<file path="config.mk">
export PLATFORM = sky130hd
export DESIGN_NAME = fcu_norm
export DESIGN_NICKNAME = d
export VERILOG_FILES = /design/src/sv/fcu_pkg.sv /design/src/sv/fcu_norm.sv
export SDC_FILE = /design/constraint.sdc
export NUM_CORES = 2
export LEC_CHECK = 0
export ABC_AREA = 1
export BUFFER_PORTS_ARGS = -buffer_cell sky130_fd_sc_hd__buf_2
export CAP_MARGIN = 15
export CELL_PAD_IN_SITES_DETAIL_PLACEMENT = 1
export CELL_PAD_IN_SITES_GLOBAL_PLACEMENT = 1
export CORE_UTILIZATION = 25
export CTS_CLUSTER_DIAMETER = 50
export DETAILED_ROUTE_END_ITERATION = 8
export GPL_TIMING_DRIVEN = 1
export PLACE_DENSITY = 0.55
export SETUP_SLACK_MARGIN = 0.4
export SLEW_MARGIN = 30
export SYNTH_ARGS = -nofsm -noshare
export SYNTH_HDL_FRONTEND = slang
export SYNTH_SLANG_ARGS = --single-unit
export TNS_END_PERCENT = 10
</file>
<file path="constraint.sdc">
create_clock -name i_clk -period 16.6 [get_ports i_clk]
set_input_delay 1.66 -clock i_clk [delete_from_list [all_inputs] [get_ports i_clk]]
set_output_delay 1.66 -clock i_clk [all_outputs]
set_load 0.005 [all_outputs]
</file>
<file path="src/sv/fcu_pkg.sv">
// Package for the fly camera update block: types, constants and tables.
package fcu_pkg;

    localparam int PosFracBits = 16;
    localparam int VecFracBits = 14;
    localparam int CordicSteps = 18;

    localparam logic [1:0] CMD_MOVE = 2'd0;
    localparam logic [1:0] CMD_LOOK = 2'd1;
    localparam logic [1:0] CMD_ZOOM = 2'd2;

    localparam logic [2:0] DIR_FWD   = 3'd0;
    localparam logic [2:0] DIR_BACK  = 3'd1;
    localparam logic [2:0] DIR_LEFT  = 3'd2;
    localparam logic [2:0] DIR_RIGHT = 3'd3;
    localparam logic [2:0] DIR_UP    = 3'd4;
    localparam logic [2:0] DIR_DOWN  = 3'd5;

    localparam logic [2:0] REG_SPEED = 3'd0;
    localparam logic [2:0] REG_SENS  = 3'd1;
    localparam logic [2:0] REG_WUX   = 3'd2;
    localparam logic [2:0] REG_WUY   = 3'd3;
    localparam logic [2:0] REG_WUZ   = 3'd4;
    localparam logic [2:0] REG_SX    = 3'd5;
    localparam logic [2:0] REG_SY    = 3'd6;
    localparam logic [2:0] REG_SZ    = 3'd7;

    localparam logic signed [39:0] Turn     = 40'sd23592960;
    localparam logic signed [39:0] HalfTurn = 40'sd11796480;
    localparam logic signed [39:0] Quarter  = 40'sd5898240;
    localparam logic signed [39:0] CordicGain = 40'sd652032874;

    function automatic logic signed [31:0] atan_deg(input logic [4:0] i);
        logic signed [31:0] r;
        unique case (i)
            5'd0: r = 32'sd2949120;
            5'd1: r = 32'sd1740967;
            5'd2: r = 32'sd919879;
            5'd3: r = 32'sd466945;
            5'd4: r = 32'sd234379;
            5'd5: r = 32'sd117304;
            5'd6: r = 32'sd58666;
            5'd7: r = 32'sd29335;
            5'd8: r = 32'sd14668;
            5'd9: r = 32'sd7334;
            5'd10: r = 32'sd3667;
            5'd11: r = 32'sd1833;
            5'd12: r = 32'sd917;
            5'd13: r = 32'sd458;
            5'd14: r = 32'sd229;
            5'd15: r = 32'sd115;
            5'd16: r = 32'sd57;
            5'd17: r = 32'sd29;
            default: r = 32'sd0;
        endcase
        return r;
    endfunction

    function automatic logic signed [31:0] sat32(input logic signed [33:0] v);
        logic signed [31:0] r;
        if (v > 34'sh07FFFFFFF) r = 32'sh7FFFFFFF;
        else if (v < -34'sh080000000) r = 32'sh80000000;
        else r = v[31:0];
        return r;
    endfunction

    typedef struct packed {
        logic                start;
        logic signed [31:0]  angle;
    } t_cordic_req;

    typedef struct packed {
        logic                done;
        logic signed [39:0]  sin_q30;
        logic signed [39:0]  cos_q30;
    } t_cordic_rsp;

    typedef struct packed {
        logic                start;
        logic signed [63:0]  c0;
        logic signed [63:0]  c1;
        logic signed [63:0]  c2;
    } t_norm_req;

    typedef struct packed {
        logic                done;
        logic signed [15:0]  o0;
        logic signed [15:0]  o1;
        logic signed [15:0]  o2;
    } t_norm_rsp;

endpackage

</file>
<file path="src/sv/fcu_norm.sv">
// Vector normaliser: range scaling, bitwise square root and restoring divides.
module fcu_norm
    import fcu_pkg::*;
(
    input  logic      i_clk,
    input  logic      i_rst_n,
    input  t_norm_req i_req,
    output t_norm_rsp o_rsp
);

    typedef enum logic [6:0] {
        S_IDLE  = 7'b0000001,
        S_SCALE = 7'b0000010,
        S_SQ    = 7'b0000100,
        S_SQRT  = 7'b0001000,
        S_DIVI  = 7'b0010000,
        S_DIV   = 7'b0100000,
        S_DONE  = 7'b1000000
    } t_state;

    t_state r_state, n_state;
    logic [63:0] r_a [3];
    logic [63:0] n_a [3];
    logic [2:0]  r_sgn, n_sgn;
    logic [63:0] r_sum, n_sum, r_root, n_root, r_bit, n_bit;
    logic [1:0]  r_k, n_k;
    logic [47:0] r_rem, n_rem, r_quo, n_quo;
    logic [5:0]  r_cnt, n_cnt;
    logic [15:0] r_o [3];
    logic [15:0] n_o [3];
    logic [2:0]  r_rb, n_rb;
    logic        r_shr, n_shr;
    logic        r_run, n_run;

    logic [63:0] m, ca0, ca1, ca2, sq, trial;
    logic [30:0] sqa;
    logic [61:0] sqp;
    logic [47:0] rs;

    always_comb begin
        ca0 = i_req.c0[63] ? 64'(-i_req.c0) : 64'(i_req.c0);
        ca1 = i_req.c1[63] ? 64'(-i_req.c1) : 64'(i_req.c1);
        ca2 = i_req.c2[63] ? 64'(-i_req.c2) : 64'(i_req.c2);
        m = r_a[0];
        if (r_a[1] > m) m = r_a[1];
        if (r_a[2] > m) m = r_a[2];
        sqa = r_a[r_k][30:0];
        sqp = sqa * sqa;
        sq = {2'b00, sqp};
        trial = r_root + r_bit;
        rs = {r_rem[46:0], r_quo[47]};
        n_state = r_state;
        n_a = r_a;
        n_sgn = r_sgn;
        n_sum = r_sum;
        n_root = r_root;
        n_bit = r_bit;
        n_k = r_k;
        n_rem = r_rem;
        n_quo = r_quo;
        n_cnt = r_cnt;
        n_o = r_o;
        n_rb = r_rb;
        n_shr = r_shr;
        n_run = r_run;
        unique case (r_state)
            S_IDLE: begin
                if (i_req.start) begin
                    n_a[0] = ca0;
                    n_a[1] = ca1;
                    n_a[2] = ca2;
                    n_sgn = {i_req.c2[63], i_req.c1[63], i_req.c0[63]};
                    n_shr = 1'b0;
                    n_state = S_SCALE;
                end
            end
            S_SCALE: begin
                if (m == '0) begin
                    n_o[0] = '0;
                    n_o[1] = '0;
                    n_o[2] = '0;
                    n_state = S_DONE;
                end else if (m >= 64'h4000_0000) begin
                    // truncate one bit at a time, keep the last bit dropped for rounding
                    for (int j = 0; j < 3; j++) begin
                        n_a[j] = r_a[j] >> 1;
                        n_rb[j] = r_a[j][0];
                    end
                    n_shr = 1'b1;
                end else if (r_shr) begin
                    for (int j = 0; j < 3; j++) n_a[j] = r_a[j] + {63'd0, r_rb[j]};
                    n_shr = 1'b0;
                    n_k = '0;
                    n_sum = '0;
                    n_state = S_SQ;
                end else if (m < 64'h2000_0000) begin
                    for (int j = 0; j < 3; j++) n_a[j] = r_a[j] << 1;
                end else begin
                    n_k = '0;
                    n_sum = '0;
                    n_state = S_SQ;
                end
            end
            S_SQ: begin
                n_sum = r_sum + sq;
                n_k = r_k + 2'd1;
                if (r_k == 2'd2) begin
                    n_root = '0;
                    n_bit = 64'd1 << 62;
                    n_run = 1'b0;
                    n_state = S_SQRT;
                end
            end
            S_SQRT: begin
                if (!r_run && r_bit > r_sum) begin
                    n_bit = r_bit >> 2;
                end else begin
                    n_run = 1'b1;
                    if (r_sum >= trial) begin
                        n_sum = r_sum - trial;
                        n_root = (r_root >> 1) + r_bit;
                    end else begin
                        n_root = r_root >> 1;
                    end
                    n_bit = r_bit >> 2;
                    if (r_bit == 64'd1) begin
                        n_k = '0;
                        n_state = S_DIVI;
                    end
                end
                if (r_bit == '0) begin
                    n_k = '0;
                    n_state = S_DIVI;
                end
            end
            S_DIVI: begin
                n_quo = 48'(r_a[r_k] << VecFracBits) + 48'(r_root >> 1);
                n_rem = '0;
                n_cnt = '0;
                n_state = S_DIV;
            end
            S_DIV: begin
                n_quo = {r_quo[46:0], 1'b0};
                n_rem = rs;
                if (rs >= r_root[47:0]) begin
                    n_rem = rs - r_root[47:0];
                    n_quo[0] = 1'b1;
                end
                n_cnt = r_cnt + 6'd1;
                if (r_cnt == 6'd47) begin
                    n_o[r_k] = r_sgn[r_k] ? 16'(-n_quo) : n_quo[15:0];
                    n_k = r_k + 2'd1;
                    n_state = (r_k == 2'd2) ? S_DONE : S_DIVI;
                end
            end
            S_DONE: n_state = S_IDLE;
            default: n_state = S_IDLE;
        endcase
    end

    always_ff @(posedge i_clk) begin
        if (!i_rst_n) begin
            r_state <= S_IDLE;
        end else begin
            r_state <= n_state;
        end
        r_a <= n_a;
        r_sgn <= n_sgn;
        r_sum <= n_sum;
        r_root <= n_root;
        r_bit <= n_bit;
        r_k <= n_k;
        r_rem <= n_rem;
        r_quo <= n_quo;
        r_cnt <= n_cnt;
        r_o <= n_o;
        r_rb <= n_rb;
        r_shr <= n_shr;
        r_run <= n_run;
    end

    assign o_rsp.done = (r_state == S_DONE);
    assign o_rsp.o0 = r_o[0];
    assign o_rsp.o1 = r_o[1];
    assign o_rsp.o2 = r_o[2];

endmodule
</file>
==> out/summary.txt <==
Status -> completed
Synthesized area -> 82,970 sq um
Hold Startpoint -> r_quo[45]
Clock Skew -> 0.1235 ns
Total Neg Setup Slack -> 0 ns
Worst path most repeated cell -> fa_1
Dpl cells -> 15,600
Largest net degree at the start of global routing -> 171
Worst-margin pin slew -> 1.088 ns
Post-synth EDFFs -> 511
Filler cells -> 40,370
Initial antenna violation count -> 12
Slowest-stage cell, CP -> edfxtp_1
Average size of a mapped cell -> 7.394 sq um
DR vias -> 78,530
Slew HR -> 0.2718
Worst hold stages -> 2
Max Root-Sink Buffers -> 4
Antenna-violating nets left -> 0
Final Hold Viols -> 0
Vias per inst -> 4.960
R2r setup slk -> 5.49 ns
CTS root buffer -> clkbuf_16
Arr. time, crit path -> 11.69 ns
Post-route clock period utilization -> 0.6692
Die Span X -> 578.1 um
Final GP Congestion -> 0.9107
Grt ovf -> 0
CTS Buf Count -> 125
Async set-reset flop share out of synthesis -> 0
Dpl hpwl -> 300,300 um
# H-tree levels -> 3
Initial Util -> 0.2512
Max-Cap Viols -> 0
Worst Setup Start Kind -> register
Post-synthesis register bit count -> 518
Top FF cell, synth -> edfxtp_1
Number of warning messages in the yosys log -> 0
Kind of critical path -> reg2reg
Die Y -> 578.1 um
Postcts setup bufs -> 0
Final Max Tran Viols -> 0
Final wirelength -> 367,600 um
Layout cells sized above 1 -> 0.06306
First-pass GRT wire length -> 551,600 um
Unrepaired setup endpoints after global routing -> no
IO Pins -> 244
Clock sinks -> 518
Core ar. -> 330,300 sq um
Hold Worst Slack -> 0.5205 ns
Fin crit period -> 11.11 ns
PortBufs -> 243
Number of global-route vias before repair -> 84,820
TritonCTS clock tree -> built
DR DRC count -> 0
Clk_lat worst skew -> 0.93 ns
Initial DRC count -> 4,462
Die area -> 334,200 sq um
Post-Syn Instances -> 11,220
Total track usage -> 0.2179
# nets final -> 13,010
CP max FO -> 50
WL/cell -> 23.21 um
Final setup vio count -> 0
Fmax -> 90.02 MHz
Hold Crit Class -> reg2reg
Hold-fix buffers, CTS -> 0
R2r endpoint -> r_sum[58]
Syn-to-layout area delta -> 12.76%
Rows -> 211
Yosys cell types -> 69
Pre-Repair DR Iteration Count -> 5
Cts repair resizes -> 0
R2R Path Start -> r_k[0]
CP max stage delay -> 0.92 ns
Worst-path clk slew -> 0.05 ns
Worst EP required -> 17.18 ns
Seq/Total Area, Yosys -> 0.1866
Mapped Nets -> 12,870
Non-filler cells, final -> 15,830
Reg2reg path depth -> 33
Hold Path End -> r_quo[46]
Endpoint class of the critical path -> register
## state kept, by name, summed over array words and instances (netlist names)
name	count
r_bit	32
r_cnt	6
r_root	64
r_quo	48
r_rb	3
r_state	7
r_k	2
r_sum	64
o_rsp	48
r_run	1
r_shr	1
r_sgn	3
r_a	192
r_rem	47
## cell usage in the layout (no fill, tap or decap), types with 50 or more instances in the layout
cell	instances
nor4_1	136
or2_2	57
a31oi_1	104
o21a_1	68
clkbuf_16	126
xnor2_1	119
nand4_1	133
xor2_1	267
buf_2	243
nand3_1	385
buf_4	99
nand2_1	2104
nor2_1	975
o21ai_0	786
o221ai_2	50
inv_1	2254
ha_1	635
edfxtp_1	511
nor3_1	203
a21oi_1	753
fa_1	814
o221ai_1	91
o211ai_1	78
## cells in the mapped netlist (13+ instances only)
cell type	instances	area (sq um)
nand2_1	2107	7909
buf_2	22	110.1
o21ai_0	795	3979
o21a_1	73	548.0
o21bai_1	25	187.7
xnor2_1	119	1042
o211ai_1	78	585.6
nor2_1	980	3679
clkbuf_1	261	979.7
or2_2	57	356.6
ha_1	635	7945
a211oi_1	15	112.6
nor4_1	139	869.6
o221ai_2	50	750.7
fa_1	814	16300
a31oi_1	104	650.6
o221ai_1	91	797.0
edfxtp_1	511	15340
nand3_1	387	1937
o22ai_1	23	143.9
buf_1	30	112.6
a21o_1	36	270.3
nand3b_1	13	97.59
inv_1	2260	8483
clkinv_1	24	90.09
buf_4	14	105.1
o31ai_1	27	202.7
o21ai_1	33	165.2
a21oi_1	754	3774
xor2_1	267	2338
nand4_1	133	832.1
nor3_1	203	1016
a21boi_0	15	112.6
## per-stage QoR
stage          utilization  setup slack, ns  cell area (sq um)
2_1_floorplan            -            3.209              82970
3_3_place_gp        0.2704            5.040              89290
3_5_place_dp        0.2705            5.449              89330
4_1_cts             0.2833            5.402              93550
5_1_grt             0.2833            4.890              93550
6_report            0.2833            5.491              93550
## critical path, delay by kind of cell, from the launching register on
family          cells  cell delay (ns)
buf+inv             6             1.66
flops               1             0.92
fa+ha+maj           9             4.52
compound gates      8             1.97
simple gates       10             1.66
## worst max path at each step
stage | from | to | slack (ns) | cells past startpoint
finish | r_k[0] | r_sum[58] | 5.49 | 33
global route | r_k[0] | r_sum[58] | 4.89 | 33
CTS | r_k[0] | r_sum[58] | 5.40 | 33
detailed placement | r_k[0] | r_sum[58] | 5.45 | 33
global placement | r_k[0] | r_sum[58] | 5.04 | 32
floorplan | r_a[139] | r_a[0] | 3.21 | 39
## per-layer routing
| metal | vias up | wire (um) | track usage |
|---|---|---|---|
| li1 | 36880 | - | - |
| met3 | 400 | 12240 | 0.02045 |
| met5 | - | 24 | 0 |
| met2 | 1421 | 175500 | 0.3742 |
| met1 | 39830 | 168900 | 0.2900 |
| met4 | 4 | 10900 | 0.06068 |
## final cells by class
| class | instances | area (sq um) | area share |
|---|---|---|---|
| well taps | 4366 | 5463 | 0.05839 |
| flip-flops and latches | 518 | 15480 | 0.1655 |
| repair buffers | 346 | 2031 | 0.02171 |
| clock buffers | 134 | 3183 | 0.03402 |
| inverters | 2287 | 8593 | 0.09185 |
| diodes | 2 | 5.005 | 0.00005350 |
| clock inverters | 97 | 1036 | 0.01107 |
| multi-input cells | 8083 | 57760 | 0.6174 |
## logic make-up after synthesis
kind of cell | after synthesis | share of synthesized area
AND/OR/NAND/NOR | 4062 | 0.2053
buffers and inverters | 2620 | 0.1200
AO/OA/AOI/OAI | 2184 | 0.1549
multiplexers | 2 | 0.0002714
flip-flops | 518 | 0.1866
XOR/XNOR | 386 | 0.04075
adder cells (fa/ha/maj) | 1449 | 0.2922
Power is left out: the tool's default activity adds up to more than one toggle a clock period on the data nets, which glitch-free logic cannot reach.
